===== src/rtl/assert_macros.svh =====
// ----------------------------------------------------------------------------
// Assertion macros shared by the scheduler RTL.
// Both macros assume a clock named clk; ECS_ASSERT also assumes an active-low reset named rst_n.
// ----------------------------------------------------------------------------
`ifndef ASSERT_MACROS_SVH
`define ASSERT_MACROS_SVH
`ifndef NO_ASSERTIONS
// Check a property on every rising edge outside of reset.
`define ECS_ASSERT(lbl, prop, msg) \
    lbl: assert property (@(posedge clk) disable iff (!rst_n) prop) else $error(msg);
// Check a property on every rising edge, reset included.
`define ECS_ASSERT_ALWAYS(lbl, prop, msg) \
    lbl: assert property (@(posedge clk) prop) else $error(msg);
`else
`define ECS_ASSERT(lbl, prop, msg)
`define ECS_ASSERT_ALWAYS(lbl, prop, msg)
`endif
`endif


===== src/rtl/ecs_pkg.sv =====
`timescale 1ns / 1ps
// ----------------------------------------------------------------------------
// ecs_pkg
// Types and constants of the elevator call scheduler.
// ----------------------------------------------------------------------------
package ecs_pkg;

    localparam int NUM_FLOORS_DEF = 16;
    localparam int FLOOR_W        = 5;
    localparam int MODE_W         = 2;
    localparam int DIR_W          = 2;

    localparam logic [MODE_W-1:0] MODE_PRESS  = 2'd0;
    localparam logic [MODE_W-1:0] MODE_ARRIVE = 2'd1;
    localparam logic [MODE_W-1:0] MODE_PASS   = 2'd2;

    localparam logic [DIR_W-1:0] DIR_UP = 2'd0;

    typedef enum logic {
        ST_IDLE,
        ST_SEARCH
    } ecs_state_t;

    typedef enum logic [1:0] {
        ACT_NONE,
        ACT_PRESS,
        ACT_ARRIVE
    } ecs_act_t;

    typedef struct packed {
        logic [MODE_W-1:0]  mode;
        logic [FLOOR_W-1:0] floor;
        logic [DIR_W-1:0]   direction;
    } ecs_evt_beat_t;

    typedef struct packed {
        logic               call_valid;
        logic [FLOOR_W-1:0] call_floor;
        logic               new_request;
        logic               busy_res;
    } ecs_rsp_beat_t;

    typedef struct packed {
        logic set;
        logic clr;
        logic at_start;
    } ecs_cell_ctrl_t;

    typedef struct packed {
        logic req;
        logic hit_up;
        logic hit_dn;
    } ecs_cell_stat_t;

endpackage


===== src/rtl/ecs_cell.sv =====
`timescale 1ns / 1ps
// ----------------------------------------------------------------------------
// ecs_cell
// One floor: holds the request bit and passes the scan tokens to its neighbors.
// ----------------------------------------------------------------------------
module ecs_cell
    import ecs_pkg::*;
(
    input  logic           clk,
    input  logic           rst_n,
    input  ecs_cell_ctrl_t ctrl,
    input  logic           up_in,
    input  logic           dn_in,
    output logic           up_out,
    output logic           dn_out,
    output ecs_cell_stat_t stat
);

    logic req_reg;
    logic req_next;
    logic scan_up;
    logic scan_dn;

    always_comb
    begin
        req_next = req_reg;
        if (ctrl.set)
        begin
            req_next = 1'b1;
        end
        else if (ctrl.clr)
        begin
            req_next = 1'b0;
        end
    end

    always_ff @(posedge clk or negedge rst_n)
    begin
        if (!rst_n)
        begin
            req_reg <= 1'b0;
        end
        else
        begin
            req_reg <= req_next;
        end
    end

    // Token travels on until the first requested floor absorbs it.
    assign scan_up     = up_in | ctrl.at_start;
    assign scan_dn     = dn_in | ctrl.at_start;
    assign up_out      = scan_up & ~req_reg;
    assign dn_out      = scan_dn & ~req_reg;
    assign stat.req    = req_reg;
    assign stat.hit_up = scan_up & req_reg;
    assign stat.hit_dn = scan_dn & req_reg;

endmodule


===== src/rtl/ecs_cell_row.sv =====
`timescale 1ns / 1ps
// ----------------------------------------------------------------------------
// ecs_cell_row
// Row of floor cells with upward and downward scan chains and hit encoders.
// ----------------------------------------------------------------------------
`include "assert_macros.svh"

module ecs_cell_row
    import ecs_pkg::*;
#(
    parameter int NUM_FLOORS = NUM_FLOORS_DEF,
    localparam int IDX_W     = $clog2(NUM_FLOORS)
)
(
    input  logic                  clk,
    input  logic                  rst_n,
    input  logic                  set_en,
    input  logic                  clr_en,
    input  logic [IDX_W-1:0]      wr_idx,
    input  logic [IDX_W-1:0]      start_idx,
    output logic [NUM_FLOORS-1:0] req_map,
    output logic                  found_up,
    output logic [IDX_W-1:0]      up_idx,
    output logic                  found_dn,
    output logic [IDX_W-1:0]      dn_idx
);

    logic [NUM_FLOORS:0]   up_chain;
    logic [NUM_FLOORS:0]   dn_chain;
    logic [NUM_FLOORS-1:0] hit_up;
    logic [NUM_FLOORS-1:0] hit_dn;

    assign up_chain[0]          = 1'b0;
    assign dn_chain[NUM_FLOORS] = 1'b0;

    for (genvar g = 0; g < NUM_FLOORS; g++)
    begin : g_cell
        ecs_cell_ctrl_t ctrl;
        ecs_cell_stat_t stat;

        assign ctrl.set      = set_en && (wr_idx == IDX_W'(g));
        assign ctrl.clr      = clr_en && (wr_idx == IDX_W'(g));
        assign ctrl.at_start = (start_idx == IDX_W'(g));

        ecs_cell u_cell (
            .clk    (clk),
            .rst_n  (rst_n),
            .ctrl   (ctrl),
            .up_in  (up_chain[g]),
            .dn_in  (dn_chain[g+1]),
            .up_out (up_chain[g+1]),
            .dn_out (dn_chain[g]),
            .stat   (stat)
        );

        assign req_map[g] = stat.req;
        assign hit_up[g]  = stat.hit_up;
        assign hit_dn[g]  = stat.hit_dn;
    end

    // A token that leaves the end of the row found nothing.
    assign found_up = ~up_chain[NUM_FLOORS];
    assign found_dn = ~dn_chain[0];

    always_comb
    begin
        up_idx = '0;
        dn_idx = '0;
        for (int i = 0; i < NUM_FLOORS; i++)
        begin
            if (hit_up[i])
            begin
                up_idx = up_idx | IDX_W'(i);
            end
            if (hit_dn[i])
            begin
                dn_idx = dn_idx | IDX_W'(i);
            end
        end
    end

    `ECS_ASSERT_ALWAYS(a_hit_up_onehot, $onehot0(hit_up), "several upward hits")
    `ECS_ASSERT_ALWAYS(a_hit_dn_onehot, $onehot0(hit_dn), "several downward hits")

endmodule


===== src/rtl/elevator_call_scheduler_top.sv =====
`timescale 1ns / 1ps
// ----------------------------------------------------------------------------
// elevator_call_scheduler_top
// SCAN call scheduler for one car: floor requests, position, direction, busy.
// ----------------------------------------------------------------------------
//  Channel | Dir | Handshake            | Beat
//  evt     | in  | evt_valid/evt_stall  | ecs_evt_beat_t: mode, floor, direction
//  rsp     | out | rsp_valid/rsp_stall  | ecs_rsp_beat_t: call, new request, busy
//
//  Every event runs in order through the accept in ST_IDLE, which updates the request
//  cells, position and direction, and ST_SEARCH, which runs the cell-chain scan and
//  loads the result register. The scan ripples through one cell per floor.
//  A result waiting under rsp_stall does not block the next accept; the scan
//  cycle is held until the result register is free.
//  Reset (async, rst_n low): no requests, floor 1, direction not up, car free.
// ----------------------------------------------------------------------------
`include "assert_macros.svh"

module elevator_call_scheduler_top
    import ecs_pkg::*;
#(
    parameter int NUM_FLOORS = NUM_FLOORS_DEF
)
(
    input  logic          clk,
    input  logic          rst_n,
    input  logic          evt_valid,
    output logic          evt_stall,
    input  ecs_evt_beat_t evt_beat,
    output logic          rsp_valid,
    input  logic          rsp_stall,
    output ecs_rsp_beat_t rsp_beat
);

    localparam int IDX_W = $clog2(NUM_FLOORS);
    localparam logic [FLOOR_W:0] FLOOR_MAX = (FLOOR_W+1)'(NUM_FLOORS);

    ecs_state_t          state_reg, state_next;
    ecs_act_t            act_reg, act_next;
    logic [IDX_W-1:0]    cur_idx_reg, cur_idx_next;
    logic                dir_up_reg, dir_up_next;
    logic                busy_reg, busy_next;
    logic                out_valid_reg, out_valid_next;
    ecs_rsp_beat_t       out_beat_reg, out_beat_next;

    logic                evt_accept;
    logic                floor_ok;
    logic [FLOOR_W-1:0]  floor_m1;
    logic [IDX_W-1:0]    wr_idx;
    logic                set_en;
    logic                clr_en;
    logic [NUM_FLOORS-1:0] req_map;
    logic                found_up;
    logic                found_dn;
    logic [IDX_W-1:0]    up_idx;
    logic [IDX_W-1:0]    dn_idx;
    logic                found;
    logic [IDX_W-1:0]    tgt_idx;
    logic [FLOOR_W:0]    tgt_sum;
    logic                out_free;

    // ------------------------------------------------------------------
    // Event decode
    // ------------------------------------------------------------------
    assign evt_stall  = (state_reg != ST_IDLE);
    assign evt_accept = evt_valid && !evt_stall;
    assign floor_ok   = (evt_beat.floor != '0) && ({1'b0, evt_beat.floor} <= FLOOR_MAX);
    assign floor_m1   = evt_beat.floor - FLOOR_W'(1);
    assign wr_idx     = floor_m1[IDX_W-1:0];

    // ------------------------------------------------------------------
    // Floor cells: request bits and scan chains
    // ------------------------------------------------------------------
    ecs_cell_row #(
        .NUM_FLOORS (NUM_FLOORS)
    ) u_row (
        .clk       (clk),
        .rst_n     (rst_n),
        .set_en    (set_en),
        .clr_en    (clr_en),
        .wr_idx    (wr_idx),
        .start_idx (cur_idx_reg),
        .req_map   (req_map),
        .found_up  (found_up),
        .up_idx    (up_idx),
        .found_dn  (found_dn),
        .dn_idx    (dn_idx)
    );

    // Scan the travel direction first; moving up scans up, anything else down.
    assign found   = found_up | found_dn;
    assign tgt_idx = dir_up_reg ? (found_up ? up_idx : dn_idx)
                                : (found_dn ? dn_idx : up_idx);
    assign tgt_sum = (FLOOR_W+1)'(tgt_idx) + (FLOOR_W+1)'(1);

    assign out_free = !out_valid_reg || !rsp_stall;

    // ------------------------------------------------------------------
    // Sequencer: next state and datapath control
    // ------------------------------------------------------------------
    always_comb
    begin
        state_next     = state_reg;
        act_next       = act_reg;
        cur_idx_next   = cur_idx_reg;
        dir_up_next    = dir_up_reg;
        busy_next      = busy_reg;
        out_valid_next = out_valid_reg && rsp_stall;
        out_beat_next  = out_beat_reg;
        set_en         = 1'b0;
        clr_en         = 1'b0;

        unique case (state_reg)
            ST_IDLE:
            begin
                if (evt_accept)
                begin
                    act_next   = ACT_NONE;
                    state_next = ST_SEARCH;
                    if (floor_ok)
                    begin
                        unique case (evt_beat.mode)
                            MODE_PRESS:
                            begin
                                busy_next = 1'b1;
                                if (!req_map[wr_idx])
                                begin
                                    set_en   = 1'b1;
                                    act_next = ACT_PRESS;
                                end
                            end
                            MODE_ARRIVE:
                            begin
                                if (busy_reg)
                                begin
                                    cur_idx_next = wr_idx;
                                    dir_up_next  = (evt_beat.direction == DIR_UP);
                                    clr_en       = 1'b1;
                                    act_next     = ACT_ARRIVE;
                                end
                            end
                            MODE_PASS:
                            begin
                                cur_idx_next = wr_idx;
                                dir_up_next  = (evt_beat.direction == DIR_UP);
                            end
                            default:
                            begin
                                act_next = ACT_NONE;
                            end
                        endcase
                    end
                end
            end
            ST_SEARCH:
            begin
                // Hold the scan result until the output register frees up.
                if (out_free)
                begin
                    out_valid_next            = 1'b1;
                    out_beat_next.call_valid  = 1'b0;
                    out_beat_next.call_floor  = '0;
                    out_beat_next.new_request = 1'b0;
                    out_beat_next.busy_res    = busy_reg;
                    unique case (act_reg)
                        ACT_PRESS:
                        begin
                            out_beat_next.call_valid  = 1'b1;
                            out_beat_next.call_floor  = tgt_sum[FLOOR_W-1:0];
                            out_beat_next.new_request = 1'b1;
                        end
                        ACT_ARRIVE:
                        begin
                            if (found)
                            begin
                                out_beat_next.call_valid = 1'b1;
                                out_beat_next.call_floor = tgt_sum[FLOOR_W-1:0];
                            end
                            else
                            begin
                                busy_next              = 1'b0;
                                out_beat_next.busy_res = 1'b0;
                            end
                        end
                        default:
                        begin
                            out_beat_next.call_valid = 1'b0;
                        end
                    endcase
                    state_next = ST_IDLE;
                end
            end
            default:
            begin
                state_next = ST_IDLE;
            end
        endcase
    end

    always_ff @(posedge clk or negedge rst_n)
    begin
        if (!rst_n)
        begin
            state_reg     <= ST_IDLE;
            act_reg       <= ACT_NONE;
            cur_idx_reg   <= '0;
            dir_up_reg    <= 1'b0;
            busy_reg      <= 1'b0;
            out_valid_reg <= 1'b0;
        end
        else
        begin
            state_reg     <= state_next;
            act_reg       <= act_next;
            cur_idx_reg   <= cur_idx_next;
            dir_up_reg    <= dir_up_next;
            busy_reg      <= busy_next;
            out_valid_reg <= out_valid_next;
        end
    end

    always_ff @(posedge clk)
    begin
        out_beat_reg <= out_beat_next;
    end

    assign rsp_valid = out_valid_reg;
    assign rsp_beat  = out_beat_reg;

    `ECS_ASSERT(a_accept_to_search, evt_accept |=> (state_reg == ST_SEARCH), "accept not followed by scan")
    `ECS_ASSERT(a_new_req_calls, (rsp_valid && rsp_beat.new_request) |-> (rsp_beat.call_valid && rsp_beat.busy_res), "new request without call")
    `ECS_ASSERT(a_call_floor_set, (rsp_valid && rsp_beat.call_valid) |-> (rsp_beat.call_floor != '0), "call to floor zero")
    `ECS_ASSERT(a_idle_floor_zero, (rsp_valid && !rsp_beat.call_valid) |-> (rsp_beat.call_floor == '0), "floor without call")

endmodule

===== config.mk =====
export PLATFORM = sky130hd
export DESIGN_NAME = elevator_call_scheduler_top
export DESIGN_NICKNAME = d
export VERILOG_FILES = /design/src/rtl/ecs_pkg.sv /design/src/rtl/ecs_cell.sv /design/src/rtl/ecs_cell_row.sv /design/src/rtl/elevator_call_scheduler_top.sv
export VERILOG_INCLUDE_DIRS = /design/src /design/src/rtl
export SDC_FILE = /design/constraint.sdc
export NUM_CORES = 1
export LEC_CHECK = 0
export BUFFER_PORTS_ARGS = -buffer_cell sky130_fd_sc_hd__buf_2
export CORE_MARGIN = 3
export CORE_UTILIZATION = 55
export CTS_BUF_LIST = sky130_fd_sc_hd__clkbuf_4 sky130_fd_sc_hd__clkbuf_8
export CTS_CLUSTER_DIAMETER = 50
export CTS_CLUSTER_SIZE = 8
export DETAILED_ROUTE_END_ITERATION = 16
export GPL_ROUTABILITY_DRIVEN = 0
export PLACE_DENSITY = 0.74
export SYNTH_ARGS = -nofsm -noshare
export SYNTH_HDL_FRONTEND = slang
export SYNTH_SLANG_ARGS = --single-unit

===== constraint.sdc =====
create_clock -name clk -period 3.2 [get_ports clk]
set_clock_uncertainty 0.05 [all_clocks]
set_input_delay 0.64 -clock clk [delete_from_list [all_inputs] [get_ports clk]]
set_output_delay 0.64 -clock clk [all_outputs]
set_load 0.005 [all_outputs]

==> impl_results.rst <==
.. list-table::
   :header-rows: 1

   * - Metric
     - Value
   * - Result of the run
     - complete, no violations
   * - Pwr per Cell Area
     - 977.7 mW/mm^2
   * - Critical-path cell with the highest stage delay
     - or4b_1
   * - Vias in the first global route
     - 3125
   * - Clock-pin slew of the registers on the worst-case setup and hold paths
     - 0.08 ns
   * - Library cell occupying the most area in the post-synthesis netlist
     - dfrtp_1
   * - Detailed Route Iter0 Violations
     - 372
   * - Starting Density
     - 57.54%
   * - Core Footprint
     - 0.005608 mm^2
   * - CP Launch Type
     - flop
   * - Worst vdd rail ir drop
     - 0.0004856 V
   * - Synthesis warning total
     - 0
   * - Post-layout instance area
     - 0.003755 mm^2
   * - FFs w/ async S/R, synth
     - 76.47%
   * - Area of the die
     - 0.006822 mm^2
   * - Clock insertion delay at the later pin of the skew report
     - 0.29 ns
   * - MaxCap Viol Count
     - 0
   * - Slack of the worst reg-to-reg path
     - 0.1 ns
   * - Post-DP HPWL
     - 7296 um
   * - Placement-stage cell area
     - 0.003523 mm^2
   * - Final critical-path share of the clock period
     - 97.03%
   * - Area of the mapped netlist
     - 0.003227 mm^2
   * - Headroom to the max-slew limit
     - 62.90%
   * - CP Class
     - reg -> reg
   * - Startpoint of the most critical setup path
     - cur_idx_reg[0]
   * - Final total negative setup slack
     - 0 ns
   * - Largest driver fanout on the critical path
     - 16
   * - Ratio of cells with drive above 1 in the final layout
     - 24.07%
   * - Clock root buffer
     - clkbuf_8
   * - Number of top-level pins
     - 23
   * - Via-per-instance ratio
     - 6.762
   * - Cell repeated most along the worst path
     - inv_1
   * - Achievable frequency
     - 322.1 MHz
   * - Seq cells post-synth
     - 34
   * - Slowest Stage Delay on Critical Path
     - 0.53 ns
   * - Overall die width
     - 82.60 um
   * - Shortest period the worst path allows
     - 3.105 ns
   * - Number of nets with antenna violations after detailed routing
     - 0
   * - Largest buffer count on any clock path
     - 2
   * - Gate count after technology mapping
     - 391
   * - Total stage count of the critical path
     - 13
   * - Count of vias placed by the detailed router
     - 3381
   * - Cells taking the most area after synthesis
     - dfrtp_1 (20%), o21ai_0 (7.9%), edfxtp_1 (7.4%)
   * - Antenna cells
     - 0
   * - Count of final hold-check violations
     - 0
   * - Worst Max-Slew Pin Slew
     - 0.5565 ns
   * - Number of antenna violations at the first check in global routing
     - 0
   * - GRT Residual Overflow
     - 0
   * - Reg2reg start
     - cur_idx_reg[0]
   * - Cell count after placement
     - 488
   * - Area used by sequential logic in the layout
     - 894.6 um^2
   * - Cell row count
     - 27
   * - Area of the multi-input gates
     - 0.002171 mm^2
   * - Worst reg2reg path depth
     - 13
   * - Number of buffer and inverter stages on the critical path
     - 3
   * - Final number of setup-violating endpoints
     - 0
   * - Final Non-Filler Cells
     - 500
   * - Quantity of I/O buffers inserted on ports
     - 22
   * - Number of buffers created by CTS
     - 5
   * - Register area share after synthesis
     - 27.61%
   * - Area delta synth->final
     - 16.36%
   * - Htree depth
     - 2
   * - Crit path required time
     - 3.20 ns
   * - Syn nets
     - 412
   * - Number of iterations in the first detailed-routing pass
     - 7
   * - Layout net count
     - 448
   * - Floorplan die height
     - 82.60 um
   * - # clock sinks
     - 34
   * - Total routed wirelength
     - 9914 um
   * - Number of distinct library cells after synthesis
     - 80
   * - Wire length of the first global-routing pass
     - 15530 um
   * - CP cell instances
     - buf_12 -> or4b_1 -> a31oi_2 -> and4bb_1 -> a21boi_4 -> nor3_2 -> nand4b_1 -> o32ai_2 -> inv_1 -> ha_1 -> inv_1 -> xnor2_1 -> nor2_1
   * - Final slew viol count
     - 0
   * - Flip-flop count of the largest register after layout
     - 16
   * - Worst slack at placement
     - -0.03926 ns
   * - Maximum number of pins on one net before global-route repair
     - 27
   * - Endpoint of the worst-slack reg-to-reg timing path
     - rsp_beat[4]
   * - TritonCTS clock tree
     - yes
   * - Routed wire per std cell
     - 19.83 um
   * - End point of the critical path
     - rsp_beat[4]
   * - Arrival time at the worst endpoint
     - 3.10 ns
   * - Standby leakage power
     - 1.552 nW
   * - Setup ws final
     - 0.09517 ns
   * - Number of synthesized flops with an enable pin
     - 8
   * - Synthesized area per cell
     - 8.253 um^2
   * - Share of the synthesized area in the top cell type
     - 20.16%
   * - Total DRC errors in the routed layout
     - 0
   * - Number of fill cells in the layout
     - 495
   * - Top flip-flop cell by instance count after synthesis
     - dfrtp_1
   * - GRT Resource Usage Total
     - 30.12%
   * - Largest delay contributor family on the critical path
     - simple AND/OR/NAND/NOR gates
   * - Type of the worst min-delay path
     - in -> async
   * - Element type at the critical path end
     - flop
routing by layer:
| layer | vias to the layer above | wire length [um] | share of wire, % | global-route usage, % |
|---|---|---|---|---|
| met2 | 225 | 4505 | 45 | 46.15 |
| li1 | 1536 | - | - | - |
| met5 | - | 0 | 0 | 0 |
| met3 | 67 | 983 | 9.9 | 6.833 |
| met4 | 0 | 565 | 5.7 | 14.71 |
| met1 | 1553 | 3860 | 39 | 39.93 |
where the power goes:
group | switching, mW | internal, mW
registers | 0.152 | 0.573
clock network | 0.171 | 0.312
logic | 1.41 | 1.06
worst min-delay path by stage:
stage                          from         end  cells after the start
after global routing          rst_n  act_reg[0]                      1
after detailed placement  rsp_valid   rsp_valid                      1
after floorplan               rst_n  act_reg[0]                      0
final                         rst_n   evt_stall                      1
after CTS                     rst_n   evt_stall                      1
after global placement    rsp_valid   rsp_valid                      1
metrics by stage:
step / utilization (%) / total power [mW] / hold WS, ns
final: 66.96 / 3.671 / 0.2765
after global routing: 66.96 / 3.912 / 0.3097
after CTS: 65.57 / 3.443 / 0.3025
after detailed placement: 62.83 / 2.928 / 0.4391
after global placement: 62.83 / 2.864 / 0.4300
after floorplan: - / 2.325 / 0.2944
placed cells by master (no fill, tap or decap), types with 3 or more instances in the layout:
| cell type | synthesis | final |
|---|---|---|
| o21ai_0 | 51 | 51 |
| buf_4 | 4 | 32 |
| nand2_1 | 31 | 31 |
| nor2_1 | 25 | 25 |
| dfrtp_1 | 26 | 23 |
| buf_2 | 6 | 22 |
| a21oi_1 | 21 | 21 |
| inv_1 | 19 | 19 |
| nand2b_1 | 14 | 14 |
| nor3_1 | 12 | 12 |
| nor2b_1 | 10 | 9 |
| nand3_1 | 8 | 8 |
| ha_1 | 8 | 8 |
| edfxtp_1 | 8 | 8 |
| a21o_1 | 7 | 7 |
| o21a_1 | 7 | 7 |
| o211ai_1 | 6 | 6 |
| or2_2 | 5 | 5 |
| clkbuf_8 | 0 | 5 |
| nand4_1 | 4 | 4 |
| a31oi_1 | 5 | 4 |
| a211oi_1 | 4 | 4 |
| mux4_2 | 4 | 4 |
| or4b_1 | 3 | 3 |
| and2_1 | 3 | 3 |
| a2111oi_4 | 2 | 3 |
| or3_1 | 3 | 3 |
| nor3_2 | 3 | 3 |
| or2_1 | 3 | 3 |
| a41oi_1 | 3 | 3 |
| mux2i_1 | 3 | 3 |
| xor2_1 | 3 | 3 |
| dfrtp_2 | 0 | 3 |
layout make-up:
| cell class | count | area share, % |
|---|---|---|
| Inverter | 19 | 1.899 |
| Clock inverter | 3 | 1.833 |
| Sequential cell | 34 | 23.83 |
| Timing Repair Buffer | 56 | 10.40 |
| Multi-Input combinational cell | 311 | 57.81 |
| Clock buffer | 5 | 1.833 |
| Tap cell | 72 | 2.399 |
Yosys cell counts (4+ instances only):
library cell  number
nor3_1            12
o211ai_1           6
o21ai_0           51
nand2_1           31
clkbuf_1          11
dfrtp_1           26
nor2b_1           10
nand3_1            8
edfxtp_1           8
a211oi_1           4
o21a_1             7
buf_2              6
a21o_1             7
or2_2              5
inv_1             19
a21oi_1           21
buf_6              4
nand2b_1          14
ha_1               8
nor2_1            25
mux4_2             4
buf_4              4
nand4_1            4
a31oi_1            5
logic make-up after synthesis:
group | after synthesis | share of synthesized area, %
multiplexers | 9 | 4.420
AO/OA/AOI/OAI | 146 | 31.76
XOR/XNOR | 4 | 1.086
buffers and inverters | 46 | 6.980
adder cells (fa/ha/maj) | 8 | 3.102
flip-flops | 34 | 27.61
AND/OR/NAND/NOR | 144 | 25.05
worst register-to-register path, delay by kind of cell (launching register included):
family / cells / cell delay (ns)
AOI/OAI and AO/OA: 3 / 0.59
xor gates and xnor gates: 1 / 0.13
adders and majority gates: 1 / 0.19
buffers and inverters: 3 / 0.33
DFF: 1 / 0.43
and+or+nand+nor: 5 / 1.15
timing repair:
action	in CTS	in global routing
pin swaps	0	2
buffers inserted	0	4
hold buffers	0	0
resized for setup	4	8
setup endpoints to repair	2	3
No activity file was read; power rests on OpenSTA's default activity.
